File: config.mk
export PLATFORM = sky130hd
export DESIGN_NAME = round_robin_priority_scheduler
export DESIGN_NICKNAME = d
export VERILOG_FILES = /design/src/hw/rtl/rrps_pkg.sv /design/src/hw/rtl/rrps_ram.sv /design/src/hw/rtl/round_robin_priority_scheduler.sv
export SDC_FILE = /design/constraint.sdc
export NUM_CORES = 1
export LEC_CHECK = 0
export ABC_AREA = 1
export BUFFER_PORTS_ARGS = -buffer_cell sky130_fd_sc_hd__buf_2
export CAP_MARGIN = 40
export CORE_MARGIN = 2
export CORE_UTILIZATION = 30
export CTS_BUF_LIST = sky130_fd_sc_hd__clkbuf_8
export CTS_CLUSTER_SIZE = 25
export DETAILED_ROUTE_END_ITERATION = 16
export PLACE_DENSITY = 0.55
export SLEW_MARGIN = 0
export SYNTH_ARGS = -nofsm -noshare
export SYNTH_HDL_FRONTEND = slang
export SYNTH_SLANG_ARGS = --single-unit
File: constraint.sdc
create_clock -name i_clk -period 3.5 [get_ports i_clk]
set_input_delay 0.7 -clock i_clk [delete_from_list [all_inputs] [get_ports i_clk]]
set_output_delay 0.7 -clock i_clk [all_outputs]
set_load 0.05 [all_outputs]
File: src/hw/rtl/rrps_pkg.sv
// Shared codes, field widths and defaults for the round-robin priority scheduler.
package rrps_pkg;

    localparam int DEFAULT_SLOT_COUNT = 64;

    localparam int FUNC_W   = 1;
    localparam int INDEX_W  = 6;
    localparam int STATUS_W = 3;
    localparam int PRIO_W   = 8;
    localparam int OUTC_W   = 2;
    localparam int COUNT_W  = 32;
    localparam int ENTRY_W  = STATUS_W + PRIO_W;

    localparam int CFG_IDX_W  = 1;
    localparam int CFG_DATA_W = 8;

    localparam logic [CFG_IDX_W-1:0] CFG_SCHED_MODE      = 1'd0;
    localparam logic [CFG_IDX_W-1:0] CFG_LOWEST_PRIORITY = 1'd1;

    localparam logic [PRIO_W-1:0] LOWEST_PRIORITY_RESET = 8'd255;

    localparam logic [FUNC_W-1:0] FUNC_WRITE    = 1'd0;
    localparam logic [FUNC_W-1:0] FUNC_SCHEDULE = 1'd1;

    localparam logic [STATUS_W-1:0] ST_FREE     = 3'd0;
    localparam logic [STATUS_W-1:0] ST_DYING    = 3'd1;
    localparam logic [STATUS_W-1:0] ST_RUNNABLE = 3'd2;
    localparam logic [STATUS_W-1:0] ST_RUNNING  = 3'd3;

    localparam logic OUT_MODE_RR   = 1'b0;

    localparam logic [OUTC_W-1:0] OUTC_RUN     = 2'd0;
    localparam logic [OUTC_W-1:0] OUTC_RERUN   = 2'd1;
    localparam logic [OUTC_W-1:0] OUTC_HALT    = 2'd2;
    localparam logic [OUTC_W-1:0] OUTC_NO_LIVE = 2'd3;

endpackage

File: src/hw/rtl/rrps_ram.sv
// Generic single-write, single-read RAM with registered read data.
module rrps_ram #(
    parameter int WIDTH = 8,
    parameter int DEPTH = 64
) (
    input  logic                     i_clk,
    input  logic                     i_we,
    input  logic [$clog2(DEPTH)-1:0] i_waddr,
    input  logic [WIDTH-1:0]         i_wdata,
    input  logic [$clog2(DEPTH)-1:0] i_raddr,
    output logic [WIDTH-1:0]         o_rdata
);

    logic [WIDTH-1:0] r_mem [DEPTH];
    logic [WIDTH-1:0] r_rdata;

    always_ff @(posedge i_clk) begin
        if (i_we) begin
            r_mem[i_waddr] <= i_wdata;
        end
        r_rdata <= r_mem[i_raddr];
    end

    assign o_rdata = r_rdata;

endmodule

File: src/hw/rtl/round_robin_priority_scheduler.sv
// Top level of the round-robin / priority task scheduler with its slot table in RAM.
//
// Input channel (i_in_valid / o_in_stall) carries one item per transfer. A write item
// (func 0) stores status and priority for one slot and gives no result; an index
// beyond the table is dropped. A schedule item (func 1) counts the call and reads the
// whole slot table once, one slot per cycle through the RAM read port, starting after
// the current slot (at slot 0 when there is none). It picks the first runnable slot
// (round robin) or the lowest priority runnable slot below the limit (priority mode),
// and finds in the same pass whether any task is still live. The table sweep through
// the single read port sets how long a schedule item takes from transfer to result.
// The result goes out on o_out_valid / i_out_stall from an output register. A new item
// is taken while a result waits, but a finished scan holds until that register frees.
// After reset the block clears every slot of the table and stalls input meanwhile;
// configuration writes are taken in any state of the block, the clear included.
module round_robin_priority_scheduler
    import rrps_pkg::*;
#(
    parameter int SLOT_COUNT = DEFAULT_SLOT_COUNT
) (
    input  logic                  i_clk,
    input  logic                  i_rst_n,
    // configuration write port
    input  logic                  i_cfg_we,
    input  logic [CFG_IDX_W-1:0]  i_cfg_index,
    input  logic [CFG_DATA_W-1:0] i_cfg_data,
    // input channel
    input  logic                  i_in_valid,
    output logic                  o_in_stall,
    input  logic [FUNC_W-1:0]     i_func,
    input  logic [INDEX_W-1:0]    i_slot_index,
    input  logic [STATUS_W-1:0]   i_slot_status,
    input  logic [PRIO_W-1:0]     i_slot_priority,
    // result channel
    output logic                  o_out_valid,
    input  logic                  i_out_stall,
    output logic [OUTC_W-1:0]     o_outcome,
    output logic [INDEX_W-1:0]    o_chosen_slot,
    output logic [COUNT_W-1:0]    o_call_count
);

    localparam int SLOT_W = $clog2(SLOT_COUNT);
    localparam logic [SLOT_W-1:0] LAST_SLOT = SLOT_W'(SLOT_COUNT - 1);
    localparam logic [SLOT_W:0]   SCAN_LEN  = (SLOT_W + 1)'(SLOT_COUNT);

    typedef enum logic [1:0] {
        S_CLEAR,
        S_IDLE,
        S_SCAN
    } t_state;

    t_state r_state;

    logic                  r_mode;
    logic [PRIO_W-1:0]     r_lowest;

    logic                  r_cur_valid;
    logic [SLOT_W-1:0]     r_cur_slot;
    logic [STATUS_W-1:0]   r_cur_status;
    logic [PRIO_W-1:0]     r_cur_prio;
    logic [COUNT_W-1:0]    r_calls;

    logic [SLOT_W-1:0]     r_addr;
    logic [SLOT_W:0]       r_issue;
    logic                  r_rd_v;
    logic [SLOT_W-1:0]     r_rd_slot;
    logic                  r_found;
    logic                  r_live;
    logic [SLOT_W-1:0]     r_pick;
    logic [PRIO_W-1:0]     r_pick_prio;
    logic [PRIO_W:0]       r_limit;

    logic                  r_out_valid;
    logic [OUTC_W-1:0]     r_outcome;
    logic [INDEX_W-1:0]    r_chosen;
    logic [COUNT_W-1:0]    r_count;

    logic                  in_xfer;
    logic                  wr_in_range;
    logic [SLOT_W-1:0]     wr_slot;
    logic                  ram_we;
    logic [SLOT_W-1:0]     ram_waddr;
    logic [ENTRY_W-1:0]    ram_wdata;
    logic [ENTRY_W-1:0]    ram_rdata;
    logic [STATUS_W-1:0]   rd_status;
    logic [PRIO_W-1:0]     rd_prio;
    logic                  issue_done;
    logic                  out_free;
    logic                  res_load;
    logic [SLOT_W-1:0]     start_slot;
    logic [SLOT_W-1:0]     next_addr;

    assign o_in_stall   = (r_state != S_IDLE);
    assign in_xfer      = i_in_valid && (r_state == S_IDLE);
    assign wr_in_range  = ({{(COUNT_W - INDEX_W){1'b0}}, i_slot_index} < COUNT_W'(SLOT_COUNT));
    assign wr_slot      = SLOT_W'(i_slot_index);
    assign rd_status    = ram_rdata[ENTRY_W-1:PRIO_W];
    assign rd_prio      = ram_rdata[PRIO_W-1:0];
    assign issue_done   = (r_issue == SCAN_LEN);
    assign out_free     = !r_out_valid || !i_out_stall;
    assign res_load     = (r_state == S_SCAN) && issue_done && !r_rd_v && out_free;
    assign next_addr    = (r_addr == LAST_SLOT) ? '0 : r_addr + 1'b1;
    assign start_slot   = !r_cur_valid ? '0 :
                          (r_cur_slot == LAST_SLOT) ? '0 : r_cur_slot + 1'b1;

    always_comb begin
        ram_we    = 1'b0;
        ram_waddr = wr_slot;
        ram_wdata = {i_slot_status, i_slot_priority};
        if (r_state == S_CLEAR) begin
            ram_we    = 1'b1;
            ram_waddr = r_addr;
            ram_wdata = {ST_FREE, {PRIO_W{1'b0}}};
        end else if (in_xfer && i_func == FUNC_WRITE && wr_in_range) begin
            ram_we = 1'b1;
        end
    end

    rrps_ram #(
        .WIDTH (ENTRY_W),
        .DEPTH (SLOT_COUNT)
    ) u_table (
        .i_clk   (i_clk),
        .i_we    (ram_we),
        .i_waddr (ram_waddr),
        .i_wdata (ram_wdata),
        .i_raddr (r_addr),
        .o_rdata (ram_rdata)
    );

    always_ff @(posedge i_clk) begin
        if (!i_rst_n) begin
            r_state      <= S_CLEAR;
            r_mode       <= OUT_MODE_RR;
            r_lowest     <= LOWEST_PRIORITY_RESET;
            r_cur_valid  <= 1'b0;
            r_cur_slot   <= '0;
            r_cur_status <= ST_FREE;
            r_cur_prio   <= '0;
            r_calls      <= '0;
            r_addr       <= '0;
            r_issue      <= '0;
            r_rd_v       <= 1'b0;
            r_out_valid  <= 1'b0;
        end else begin
            if (i_cfg_we) begin
                case (i_cfg_index)
                    CFG_SCHED_MODE:      r_mode   <= i_cfg_data[0];
                    CFG_LOWEST_PRIORITY: r_lowest <= i_cfg_data[PRIO_W-1:0];
                    default: ;
                endcase
            end

            if (r_out_valid && !i_out_stall && !res_load) begin
                r_out_valid <= 1'b0;
            end

            r_rd_v    <= (r_state == S_SCAN) && !issue_done;
            r_rd_slot <= r_addr;

            case (r_state)
                S_CLEAR: begin
                    r_addr <= next_addr;
                    if (r_addr == LAST_SLOT) begin
                        r_state <= S_IDLE;
                    end
                end

                S_IDLE: begin
                    if (in_xfer) begin
                        if (i_func == FUNC_WRITE) begin
                            // Keep the current slot's copy in step with the table.
                            if (wr_in_range && wr_slot == r_cur_slot) begin
                                r_cur_status <= i_slot_status;
                                r_cur_prio   <= i_slot_priority;
                            end
                        end else begin
                            r_calls   <= r_calls + 1'b1;
                            r_addr    <= start_slot;
                            r_issue   <= '0;
                            r_found   <= 1'b0;
                            r_live    <= 1'b0;
                            r_limit   <= r_cur_valid ? {1'b0, r_cur_prio} + 1'b1
                                                     : {1'b0, r_lowest};
                            r_state   <= S_SCAN;
                        end
                    end
                end

                S_SCAN: begin
                    if (!issue_done) begin
                        r_addr  <= next_addr;
                        r_issue <= r_issue + 1'b1;
                    end
                    if (r_rd_v) begin
                        if (rd_status == ST_RUNNABLE || rd_status == ST_RUNNING ||
                            rd_status == ST_DYING) begin
                            r_live <= 1'b1;
                        end
                        if (rd_status == ST_RUNNABLE) begin
                            if (r_mode == OUT_MODE_RR) begin
                                if (!r_found) begin
                                    r_found     <= 1'b1;
                                    r_pick      <= r_rd_slot;
                                    r_pick_prio <= rd_prio;
                                end
                            end else if ({1'b0, rd_prio} < r_limit) begin
                                r_found     <= 1'b1;
                                r_pick      <= r_rd_slot;
                                r_pick_prio <= rd_prio;
                                r_limit     <= {1'b0, rd_prio};
                            end
                        end
                    end
                    if (res_load) begin
                        r_out_valid <= 1'b1;
                        r_state     <= S_IDLE;
                        if (r_found) begin
                            r_outcome    <= OUTC_RUN;
                            r_chosen     <= INDEX_W'(r_pick);
                            r_cur_valid  <= 1'b1;
                            r_cur_slot   <= r_pick;
                            r_cur_status <= ST_RUNNABLE;
                            r_cur_prio   <= r_pick_prio;
                        end else if (r_cur_valid && r_cur_status == ST_RUNNING) begin
                            r_outcome <= OUTC_RERUN;
                            r_chosen  <= INDEX_W'(r_cur_slot);
                        end else if (r_live) begin
                            r_outcome   <= OUTC_HALT;
                            r_chosen    <= '0;
                            r_cur_valid <= 1'b0;
                            r_cur_slot  <= '0;
                        end else begin
                            r_outcome <= OUTC_NO_LIVE;
                            r_chosen  <= '0;
                        end
                    end
                end

                default: r_state <= S_IDLE;
            endcase
        end
    end

    // The call count shown is the one taken at this item's transfer; no other
    // schedule item can start before its result is loaded.
    always_ff @(posedge i_clk) begin
        if (res_load) begin
            r_count <= r_calls;
        end
    end

    assign o_out_valid   = r_out_valid;
    assign o_outcome     = r_outcome;
    assign o_chosen_slot = r_chosen;
    assign o_call_count  = r_count;

endmodule

== Yosys cells after proc, flatten, opt, wreduce, memory -nomap -nowiden ==
Memory sizes are Yosys's and may differ from the RTL's. A register that Yosys moved wholly into a read port is not among the register bits.
Cells that the tools add are included.

* Shift-type cells: 0
* $lt $le $gt $ge: 1
* $add $sub $neg: 5
* Bitwise gates (word level): 2
* Multiplexer cells: 71
* Equality and inequality tests: 28
* Divide/modulo/power cells: 0
* Reductions and logical operators: 35
* $mul: 0

{| class="wikitable"
|+ Operators by type and width
! kind !! count
|-
| 6-bit two-way mux || 15
|-
| 8-bit two-way mux || 8
|-
| 9-bit two-way mux || 7
|-
| 32-bit by 1-bit adder with 32-bit output, second input constant || 1
|-
| 2-bit inequality test, second input constant || 11
|-
| 7-bit two-way mux || 3
|-
| 1-bit two-way mux || 20
|-
| 6-bit one-hot mux with 3 select lines || 1
|-
| 9-bit one-hot mux with 2 select lines || 1
|-
| 6-bit AND reduction || 3
|-
| 8-bit one-hot mux with 2 select lines || 1
|-
| 4-bit AND reduction || 4
|-
| 3-bit two-way mux || 5
|-
| 7-bit one-hot mux with 2 select lines || 1
|-
| 6-bit by 1-bit adder with 6-bit output, second input constant || 2
|-
| 6-bit == test, second input constant || 2
|-
| 2-bit by 1-bit inequality test with 1-bit output, second input constant || 6
|-
| 11-bit two-way mux || 1
|-
| 8-bit by 1-bit adder with 9-bit output, second input constant || 1
|-
| 3-bit by 2-bit == test with 1-bit output, second input constant || 3
|-
| 1-bit logical AND || 9
|-
| 8-bit by 9-bit < comparator with 1-bit output || 1
|-
| 2-bit two-way mux || 4
|-
| 8-bit AND reduction || 1
|-
| other kinds (20) || 31
|}

* Memories kept: 1
* RAM bits: 704
* Output and inout port bits: 42
* Bits in latches: 0
* Input port bits: 32
* Bits in read-only memories: 0
* Register bits after elaboration: 147
* Logic and storage cells: 165

{| class="wikitable"
|+ Memory list
! name !! depth !! width !! rd ports !! clocked after Yosys merged registers in !! write ports !! line !! source
|-
| u_table.r_mem || 64 || 11 || 1 || 1 || 1 || rrps_ram.sv:14 || <nowiki>logic [WIDTH-1:0] r_mem [DEPTH];</nowiki>
|}

== Logic depth before layout (Yosys ltp) ==
Gate-level depths: netlist of run 1.

* Depth in word-level cells: 9
* Gate-level depth with buffers: 12
* Mapped depth without buffers: 11

== Modules after synthesis ==
From an unflattened synthesis of run 1, not the netlist that was laid out.

* Cells, all modules: 3317
* Area, all modules: 35836.9 um^2

{| class="wikitable"
|+ Modules (own cells, without submodules)
! module !! times used !! area an instance (um^2) !! cells an instance !! sequential area each (um^2)
|-
| rrps_ram || 1 || 28882.7 || 2463 || 21360.5
|-
| round_robin_priority_scheduler || 1 || 6954.2 || 854 || 3653.5
|}

== Least setup slack after synthesis of run 1 ==
OpenSTA, ideal clock, no wires.

* Kind: input port to flip-flop
* From: input port i_out_stall
* To: register r_count[0] (netlist: o_call_count[0]), enable pin
* Arrival time: 3077 ps
* Path slack: -38 ps
* Data required time: 3039 ps
* Buffers on the path: 0
* Stages: 3
* Path through: nand2_1 -> inv_1 -> nor3_1

* Word-level cells in the longest chain between the ends: 3

{| class="wikitable"
|+ RTL lines
! item !! line !! source
|-
| from (decl) || round_robin_priority_scheduler.sv:35 || <nowiki>input logic i_out_stall,</nowiki>
|-
| 1-bit zero test || round_robin_priority_scheduler.sv:99 || <nowiki>assign out_free = !r_out_valid || !i_out_stall;</nowiki>
|-
| 1-bit logical OR || round_robin_priority_scheduler.sv:99 ||
|-
| 1-bit logical AND || round_robin_priority_scheduler.sv:100 || <nowiki>assign res_load = (r_state == S_SCAN) && issue_done && !r_rd_v && out_free;</nowiki>
|-
| via res_load || round_robin_priority_scheduler.sv:88 || <nowiki>logic res_load;</nowiki>
|-
| to (signal assigned) || round_robin_priority_scheduler.sv:248 || <nowiki>r_count <= r_calls;</nowiki>
|-
| to (decl) || round_robin_priority_scheduler.sv:75 || <nowiki>logic [COUNT_W-1:0] r_count;</nowiki>
|}

The timed path passes the listed nets, and every way through them passes these cells.
A chain may end at the register's enable or synchronous reset.

== Worst setup path after layout of run 1 ==
* From: register r_state[1]
* To: memory u_table.r_mem[10][3] in the netlist's numbering, enable pin

* Word-level cells in the longest chain between the ends: 7

{| class="wikitable"
|+ RTL lines
! item !! line !! source
|-
| from (decl) || round_robin_priority_scheduler.sv:51 || <nowiki>t_state r_state;</nowiki>
|-
| from (signal assigned) || round_robin_priority_scheduler.sv:132 || <nowiki>r_state <= S_CLEAR;</nowiki>
|-
| from (signal assigned) || round_robin_priority_scheduler.sv:164 || <nowiki>r_state <= S_IDLE;</nowiki>
|-
| from (signal assigned) || round_robin_priority_scheduler.sv:184 || <nowiki>r_state <= S_SCAN;</nowiki>
|-
| 2-bit by 1-bit == test with 1-bit output || round_robin_priority_scheduler.sv:93 || <nowiki>assign in_xfer = i_in_valid && (r_state == S_IDLE);</nowiki>
|-
| 1-bit logical AND || round_robin_priority_scheduler.sv:93 ||
|-
| 1-bit logical AND || round_robin_priority_scheduler.sv:113 || <nowiki>end else if (in_xfer && i_func == FUNC_WRITE && wr_in_range) begin</nowiki>
|-
| 1-bit two-way mux || round_robin_priority_scheduler.sv:113 ||
|-
| 1-bit two-way mux || round_robin_priority_scheduler.sv:109 || <nowiki>if (r_state == S_CLEAR) begin</nowiki>
|-
| 1-bit two-way mux || rrps_ram.sv:18 || <nowiki>if (i_we) begin</nowiki>
|-
| 1-bit two-way mux (not written as such) || rrps_ram.sv:19 || <nowiki>r_mem[i_waddr] <= i_wdata;</nowiki>
|-
| to (decl) || rrps_ram.sv:14 ||
|}

Parallel ways exist; a longest one is shown, timed or not.

==> impl_metrics.json, run 1 <==
{
  "status": "finished, final reports clean",
  "drt_iter0_markers": 2247,
  "synth_top_cell_area_share_pct": 64.7,
  "antenna_found_initial": 2,
  "gp_congestion": 0.834,
  "die-area_mm2": 0.123,
  "required_ps": 4020,
  "syn-num-nets": 3393,
  "initial_core_util_pct": 30.1,
  "ant_nets": 0,
  "synth_warnings": 0,
  "synth_most_common_cell": "nand2_1",
  "gr-usage-all-layers_pct": 16.0,
  "place.port_buffers": 73,
  "die_width_um": 350,
  "ys_ff_latch": 862,
  "cts.htree.levels": 4,
  "postCtsHoldBufs": 0,
  "setup_violations": 0,
  "hold_depth": 3,
  "rsz0062_at_grt": "false",
  "end_kind": "register",
  "cts_root_buf": "clkbuf_8",
  "drt_pass1_iterations": 6,
  "wl_um": 98300,
  "cts_sinks": 862,
  "slowest_delay_ps": 550,
  "busiest_layer": "met2",
  "synthArstFlopShare_pct": 0,
  "rr_worst_depth": 9,
  "route.detailed.drc": 0,
  "arrival_ps": 3630,
  "ioPinCount": 74,
  "synth_area_leaders": "edfxtp_1, nand2_1, nand3_1",
  "synth_cells": 3345,
  "fillCellCount": 12013,
  "clk_path_buf_depth": 3,
  "synth_top_area_cell": "edfxtp_1",
  "fin_util_pct": 34.6,
  "max_freq_mhz": 322,
  "hold_viol": 0,
  "holdWs_ps": 105,
  "maxCapViolations": 0,
  "cp_cell_sequence": "inv_1 -> ha_1 -> inv_2 -> nor3_1 -> nor2_1 -> inv_2 -> nand3_1 -> nor2_1 -> buf_4",
  "met3_usage_pct": 3.02,
  "cp-start-kind": "register",
  "totalPowerFinal_mw": 29.4,
  "vias": 25006,
  "crit_slowest_cell": "nand3_1",
  "ys_types": 42,
  "final_nets": 3555,
  "tns_ps": 0,
  "ir_worst_vdd_v": 0.000531,
  "skew_ps": 37.4,
  "grt_overflow": 0,
  "core_area_mm2": 0.119,
  "dieHeight_um": 350,
  "r2r_slack_ps": 390,
  "worstMarginPinSlew_ps": 894,
  "cts_buffers": 144,
  "finalMaxSlewViolations": 0,
  "post_route_cells_drive_above_1_share_pct": 11.5,
  "avgRoutedWirePerCell_um": 18.8,
  "fin_crit_ps": 3110,
  "avgSynthCellArea_um2": 10.8,
  "tritoncts": "yes",
  "seq_area_frac_synth_pct": 69.5,
  "synth_edf_count": 775,
  "grt_pass1_vias": 23801,
  "critPathKind": "register to register",
  "worstSkewPairLatency_ps": 830,
  "slew-limit-headroom_pct": 40.4,
  "p_leak_nw": 15.3,
  "grt_max_degree": 139,
  "grt_pass1_wl_um": 149000,
  "powerDensity_mw_per_mm2": 711,
  "use_met2_pct": 24.3,
  "syn_area_mm2": 0.0360,
  "yosys-top-cells-count": "nand2_1, edfxtp_1, nand3_1, nor2_1, inv_1",
  "ys.flop_type": "edfxtp_1",
  "post_cts_resize_count": 0,
  "use_met1_pct": 23.1,
  "area_delta_synth_final_pct": 14.8,
  "cp_max_fo": 11,
  "hp-class": "input port to register",
  "path_clk_slew_ps": 70,
  "viasPerCell": 4.78,
  "cts_setup_buffers": 0,
  "num_rows": 127,
  "fin_crit_sh_pct": 88.9,
  "hpwlAfterDp_um": 57300
}
## per-stage QoR
| step | cells | area (um^2) | setup WS [ps] |
|---|---|---|---|
| after global placement | 4971 | 38600 | 309 |
| after CTS | 5235 | 41300 | 504 |
| after global routing | 5236 | 41300 | 241 |
| after detailed placement | 4973 | 38600 | 305 |
| final | 5236 | 41300 | 390 |
| after floorplan | 3345 | 36000 | 448 |
## cell families after synthesis
family	synth area share (%)
AOI/OAI and AO/OA	1.78
xor gates and xnor gates	0.292
adders and majority gates	0.557
buffers and inverters	3.70
DFF	69.5
and+or+nand+nor	24.1
## final timing paths
kind,startpoint,endpoint
setup / recovery,r_state[1]$_SDFFE_PN0P_,u_table.r_mem[10][3]$_DFFE_PP_
hold / removal,i_cfg_data[2],r_lowest[2]$_SDFFE_PN1P_
setup reg to reg,r_state[1]$_SDFFE_PN0P_,u_table.r_mem[10][3]$_DFFE_PP_
hold reg to reg,r_rd_slot[4]$_DFFE_PP_,r_pick[4]$_DFFE_PP_
## report_power, final
group | total [mW] | switching, mW | internal, mW
clock | 8.35 | 4.19 | 4.16
sequential | 12.5 | 0.331 | 12.2
combinational | 8.48 | 6.30 | 2.19
## layout by cell type, fill, tap and decap left out, types with 4 or more instances in the layout
cell type | synthesis | routed
inv_2 | 7 | 4
xor2_1 | 10 | 10
edfxtp_1 | 775 | 775
nand3b_1 | 4 | 4
buf_4 | 25 | 110
nand4_1 | 14 | 14
clkinv_1 | 0 | 27
nor2_1 | 199 | 188
nor3_2 | 3 | 5
clkbuf_8 | 0 | 145
nor3_1 | 19 | 16
clkinvlp_4 | 0 | 4
nor2_4 | 2 | 13
clkinv_8 | 0 | 4
o21ai_1 | 4 | 4
ha_1 | 16 | 15
buf_12 | 0 | 11
inv_6 | 1 | 4
nand3_1 | 649 | 649
o21ai_0 | 40 | 40
nand2_1 | 1134 | 1134
inv_1 | 106 | 164
buf_2 | 84 | 73
nor2_2 | 4 | 4
clkinv_2 | 0 | 13
dfxtp_1 | 87 | 83
inv_12 | 0 | 4
a21oi_1 | 63 | 63
## state kept, by name (all words and copies together) (netlist names), 7 cells and up
register,cells
r_limit,9
o_call_count,32
r_cur_prio,8
u_table.o_rdata,11
r_calls,32
r_lowest,8
r_pick_prio,8
r_issue,7
u_table.r_mem,704
## layer usage
| layer | share of wire [%] | routed length [um] | up-vias |
|---|---|---|---|
| met4 | 2.3 | 2240 | 2 |
| met2 | 45 | 44000 | 903 |
| met3 | 7.1 | 7000 | 145 |
| met1 | 46 | 45000 | 12071 |
| met5 | 0.010 | 10 | - |
| li1 | - | - | 11885 |
## worst max-delay path: cells and delay by family (launching register included)
kind	cells	cell delay [ps]
fa+ha+maj	1	170
buf+inv	4	660
flops	1	330
simple gates	4	1620
## final cells by class
type	instances	area [um^2]	area share (%)
Timing Repair Buffer	194	1410	3.42
Clock inverter	117	678	1.64
Clock buffer	145	2000	4.83
Tap cell	1612	2020	4.88
Multi-Input combinational cell	2191	9730	23.6
Inverter	114	447	1.08
Antenna cell	1	2.50	0.00606
Sequential cell	862	25000	60.6
(Power assumes the default switching activity.)
==> run 2, diff against run 1 <==
- BUFFER_PORTS_ARGS: -buffer_cell sky130_fd_sc_hd__buf_2 -> default
- DONT_BUFFER_PORTS: default -> 1
- GPL_TIMING_DRIVEN: default -> 0
- PLACE_DENSITY: 0.55 -> 0.54
==> impl_metrics.json, run 2 (synthesis results as in run 1) <==
{
  "core_area_mm2": 0.119,
  "finalMaxSlewViolations": 0,
  "p_int_mw": 18.6,
  "grt_max_degree": 34,
  "route.detailed.drc": 0,
  "cts_sinks": 862,
  "place.port_buffers": 0,
  "final_nets": 3639,
  "hold_end": "r_mode$_SDFFE_PN0P_",
  "hpwlAfterDp_um": 79100,
  "hold_viol": 0,
  "ir_worst_vdd_v": 0.000303,
  "max_freq_mhz": 302,
  "antenna_found_initial": 3,
  "worstSkewPairLatency_ps": 830,
  "setup_violations": 0,
  "critPathKind": "register to register",
  "p_seq_share_pct": 41.1,
  "status": "finished, final reports clean",
  "avgRoutedWirePerCell_um": 20.7,
  "worstMarginPinSlew_ps": 862,
  "cts_root_buf": "clkbuf_8",
  "cts.htree.levels": 4,
  "fillCellCount": 12041,
  "die_width_um": 350,
  "fin_crit_ps": 3310,
  "gr-usage-all-layers_pct": 17.8,
  "largest_reg_flops": 704,
  "seq_area_mm2": 0.0250,
  "crit_slowest_cell": "nor2_1",
  "area_delta_synth_final_pct": 16.5,
  "fin_util_pct": 35.1,
  "arrival_ps": 3820,
  "switchingPower_mw": 11.6,
  "worst_slack_ps": 187,
  "dieHeight_um": 350,
  "r2r_slack_ps": 190,
  "end_kind": "register",
  "viasPerCell": 4.82,
  "hp-class": "input port to register",
  "drt_iter0_markers": 2784,
  "ioPinCount": 74,
  "powerDensity_mw_per_mm2": 721,
  "fin_crit_sh_pct": 94.6,
  "cp_max_fo": 10,
  "tritoncts": "yes",
  "path_clk_slew_ps": 60,
  "pwr-share-comb_pct": 32.0,
  "drt_pass1_iterations": 5,
  "clk_path_buf_depth": 3,
  "clkPwrFrac_pct": 26.9,
  "num_rows": 127,
  "skew_ps": 51.7,
  "layout_commonest_cell": "nand2_1",
  "gp_congestion": 0.894,
  "grt_overflow": 0,
  "rsz0062_at_grt": "false",
  "slew-limit-headroom_pct": 42.5,
  "grt_pass1_wl_um": 160000,
  "timing.rr.end": "u_table.r_mem[16][3]$_DFFE_PP_",
  "maxCapViolations": 0,
  "cp_cell_sequence": "inv_1 -> ha_1 -> buf_6 -> buf_6 -> o21ai_1 -> nand3_1 -> nor2_1 -> buf_4",
  "crit_top_cell": "buf_6",
  "slowest_delay_ps": 650,
  "multiInputGateArea_mm2": 0.00975,
  "pre_cts_slack_ps": 130,
  "post_route_cells_drive_above_1_share_pct": 11.6,
  "die-area_mm2": 0.123,
  "grt_pass1_vias": 24300,
  "required_ps": 4010,
  "ant_nets": 0,
  "cts_buffers": 143,
  "swShare_pct": 38.3,
  "initial_core_util_pct": 30.1,
  "rr_startpoint": "r_state[0]$_SDFFE_PN0P_",
  "vias": 25621,
  "rr_worst_depth": 8,
  "hold_depth": 2,
  "largest-register": "u_table.r_mem",
  "crit_path_start": "r_state[0]$_SDFFE_PN0P_",
  "wl_um": 110000,
  "tns_ps": 0,
  "final_cell_mix": "nand2_1, edfxtp_1, nand3_1, nor2_1, inv_1",
  "hold_start": "i_cfg_data[0]",
  "p_leak_nw": 15.5,
  "cp-start-kind": "register"
}
## run 2: cell type report
class / instances / share of cell area (%)
repair buffers: 101 / 2.96
flip-flops and latches: 862 / 59.7
inverters: 114 / 1.03
well taps: 1612 / 4.81
clock inverters: 110 / 1.27
clock buffers: 148 / 4.86
multi-input cells: 2191 / 23.2
plain buffers: 178 / 2.14
diodes: 2 / 0.0119
## run 2: critical path, delay by kind of cell, from the launching register on
kind,cells,cell delay [ps]
compound gates,1,560
fa+ha+maj,1,210
buf+inv,4,660
flops,1,330
simple gates,2,1270
## run 2: power groups by stage
stage | Clock [mW] | Sequential, mW | Combinational [mW]
final | 8.13 | 12.4 | 9.67
after CTS | 8.30 | 12.4 | 9.50
after global routing | 8.73 | 12.5 | 10.4
after floorplan | 0 | 12.6 | 5.40
after detailed placement | 0 | 12.6 | 9.46
after global placement | 0 | 12.7 | 9.06
## run 2: metal layers
layer | track usage [%] | vias up | share of wire [%]
li1 | - | 12055 | -
met3 | 3.96 | 216 | 8.6
met2 | 27.8 | 1096 | 45
met5 | 0 | - | 0
met4 | 6.46 | 0 | 3.1
met1 | 24.2 | 12254 | 43
## run 2: worst max-delay path by stage
stage	end	slack, ps	depth (start not counted)
5_1_grt	u_table.r_mem[2][1]$_DFFE_PP_	10	11
3_3_place_gp	u_table.r_mem[51][7]$_DFFE_PP_	-3520	6
2_1_floorplan	u_table.r_mem[0][0]$_DFFE_PP_	450	6
6_report	u_table.r_mem[16][3]$_DFFE_PP_	190	8
4_1_cts	u_table.r_mem[26][3]$_DFFE_PP_	140	11
3_5_place_dp	u_table.r_mem[27][6]$_DFFE_PP_	130	11
## run 2: through the flow
stage                     power [mW]  cell area (um^2)  hold slack, ps  std cells
after floorplan                 18.0             36000             400       3345
after global placement          21.8             38000             404       4957
after detailed placement        22.1             39200             405       5049
after CTS                       30.2             41900            70.6       5316
after global routing            31.6             41900             135       5317
final                           30.2             41900             151       5318
## run 2: repair_timing
item | 4_1_cts | 5_1_grt
buffers inserted | 0 | 0
hold buffers | 9 | 0
endpoints found under the hold margin | 14 | 0
setup endpoints to repair | 0 | 32
resized for setup | 0 | 4
==> run 3, diff against run 2 <==
- REMOVE_ABC_BUFFERS: default -> 1
==> impl_metrics.json, run 3 (synthesis results as in run 1) <==
{
  "cts_buffers": 147,
  "route.detailed.drc": 0,
  "rr_startpoint": "r_addr[5]$_SDFFE_PN0P_",
  "crit_family": "simple AND/OR/NAND/NOR gates",
  "fin_crit_sh_pct": 97.0,
  "crit_path_start": "r_addr[5]$_SDFFE_PN0P_",
  "seq_area_mm2": 0.0250,
  "p_int_mw": 19.1,
  "drt_iter0_markers": 1859,
  "finalMaxSlewViolations": 0,
  "powerDensity_mw_per_mm2": 711,
  "path_clk_slew_ps": 60,
  "avgRoutedWirePerCell_um": 18.8,
  "largest_reg_flops": 704,
  "fillCellCount": 11942,
  "drt_pass1_iterations": 5,
  "hold_depth": 2,
  "cp-start-kind": "register",
  "core_area_mm2": 0.119,
  "wl_um": 97200,
  "pwr-share-comb_pct": 29.9,
  "fin_util_pct": 35.4,
  "dpl.cell_count": 4887,
  "post_route_cells_drive_above_1_share_pct": 11.9,
  "ioPinCount": 74,
  "viasPerCell": 4.74,
  "fin_crit_ps": 3390,
  "worst_slack_ps": 105,
  "r2r_slack_ps": 110,
  "path_buf_inv": 3,
  "swShare_pct": 36.4,
  "final_nets": 3493,
  "maxCapViolations": 0,
  "cts_sinks": 862,
  "cts_root_buf": "clkbuf_8",
  "hold_start": "i_cfg_data[0]",
  "final_cell_mix": "nand2_1, edfxtp_1, nand3_1, inv_1, clkbuf_8",
  "p_seq_share_pct": 42.0,
  "hold_viol": 0,
  "layout_commonest_cell": "nand2_1",
  "vias": 24541,
  "crit_top_cell": "inv_1",
  "die-area_mm2": 0.123,
  "largest-register": "u_table.r_mem",
  "initial_core_util_pct": 30.1,
  "max_freq_mhz": 295,
  "slowest_delay_ps": 720,
  "cp_max_fo": 15,
  "tritoncts": "yes",
  "grt_max_degree": 131,
  "rr_worst_depth": 7,
  "multiInputGateArea_mm2": 0.0102,
  "required_ps": 4030,
  "worstMarginPinSlew_ps": 890,
  "gp_congestion": 0.844,
  "cts.htree.levels": 4,
  "critPathKind": "register to register",
  "clkPwrFrac_pct": 28.1,
  "grt_pass1_wl_um": 145000,
  "switchingPower_mw": 11.0,
  "area_delta_synth_final_pct": 17.8,
  "worstSkewPairLatency_ps": 820,
  "crit_slowest_cell": "dfxtp_1",
  "hold_end": "r_mode$_SDFFE_PN0P_",
  "pre_cts_slack_ps": -907,
  "antenna_found_initial": 2,
  "dieHeight_um": 350,
  "hpwlAfterDp_um": 59400,
  "hp-class": "input port to register",
  "slew-limit-headroom_pct": 40.5,
  "num_rows": 127,
  "grt_pass1_vias": 23615,
  "cp_cell_sequence": "inv_1 -> nand2_1 -> o21ai_0 -> inv_1 -> nand3_1 -> nor2_2 -> buf_6",
  "ant_nets": 0,
  "ir_worst_vdd_v": 0.000390,
  "end_kind": "register",
  "skew_ps": 49.9,
  "final_cells": 5175,
  "status": "finished, final reports clean",
  "die_width_um": 350,
  "clk_path_buf_depth": 3,
  "grt_overflow": 0,
  "gr-usage-all-layers_pct": 15.7,
  "arrival_ps": 3920,
  "setup_violations": 0,
  "p_leak_nw": 15.3,
  "place.port_buffers": 0,
  "timing.rr.end": "u_table.r_mem[63][5]$_DFFE_PP_"
}
## run 3: cell count changes in the layout (fill, tap and decap cells not counted), sizes merged
cell	delta
inv	+7
clkinvlp	+2
buf	-105
clkinv	-11
bufinv	+4
clkbuf	-42
dlygate4sd3	+2
## run 3: power by group through the flow
stage | clock network [mW] | registers, mW | logic, mW
final | 8.48 | 12.7 | 9.00
after detailed placement | 0 | 12.9 | 8.43
after CTS | 8.70 | 12.7 | 8.76
after global placement | 0 | 13.4 | 5.73
after floorplan | 0 | 13.1 | 5.00
after global routing | 9.13 | 12.7 | 9.84
## run 3: layout make-up
| class | count | share of cell area (%) |
|---|---|---|
| antenna | 2 | 0.0118 |
| clock buffer | 153 | 4.97 |
| clock inverter | 112 | 1.48 |
| inverter | 114 | 1.10 |
| multi-input combinational | 2191 | 24.1 |
| sequential | 862 | 59.1 |
| tap | 1612 | 4.76 |
| timing repair buffer | 129 | 4.51 |
## run 3: worst max-delay path by stage
stage	to	cells past startpoint	slack, ps
final	u_table.r_mem[63][5]$_DFFE_PP_	7	110
after global routing	u_table.r_mem[54][5]$_DFFE_PP_	9	-20
after CTS	u_table.r_mem[51][2]$_DFFE_PP_	10	-180
after detailed placement	u_table.r_mem[19][1]$_DFFE_PP_	10	-910
after global placement	u_table.r_mem[19][1]$_DFFE_PP_	6	-29560
after floorplan	u_table.r_mem[49][0]$_DFFE_PP_	6	-10990
## run 3: per-stage QoR
| stage | area (um^2) | power [mW] | hold slack, ps | setup TNS (ps) |
|---|---|---|---|---|
| after floorplan | 35100 | 18.1 | 400 | -7558290 |
| after global placement | 37100 | 19.1 | 401 | - |
| after CTS | 42100 | 30.1 | 17.2 | -15480 |
| after detailed placement | 38900 | 21.4 | 406 | -285710 |
| after global routing | 42400 | 31.7 | 70.0 | -110 |
| final | 42400 | 30.1 | 102 | 0 |
## run 3: repair_timing
action / in CTS / in global routing
setup endpoints to repair: 661 / 496
resized for setup: 75 / 51
pin swaps: 1 / 2
gates cloned: 0 / 1
endpoints found under the hold margin: 51 / 0
hold buffers: 12 / 0
buffers inserted: 3 / 4
## run 3: routing by layer
layer | GRT usage (%) | routed length (um) | vias up
met4 | 6.35 | 2670 | 0
li1 | - | - | 11761
met1 | 20.9 | 42500 | 11770
met5 | 0 | 0 | -
met3 | 3.22 | 6770 | 172
met2 | 24.9 | 45200 | 838
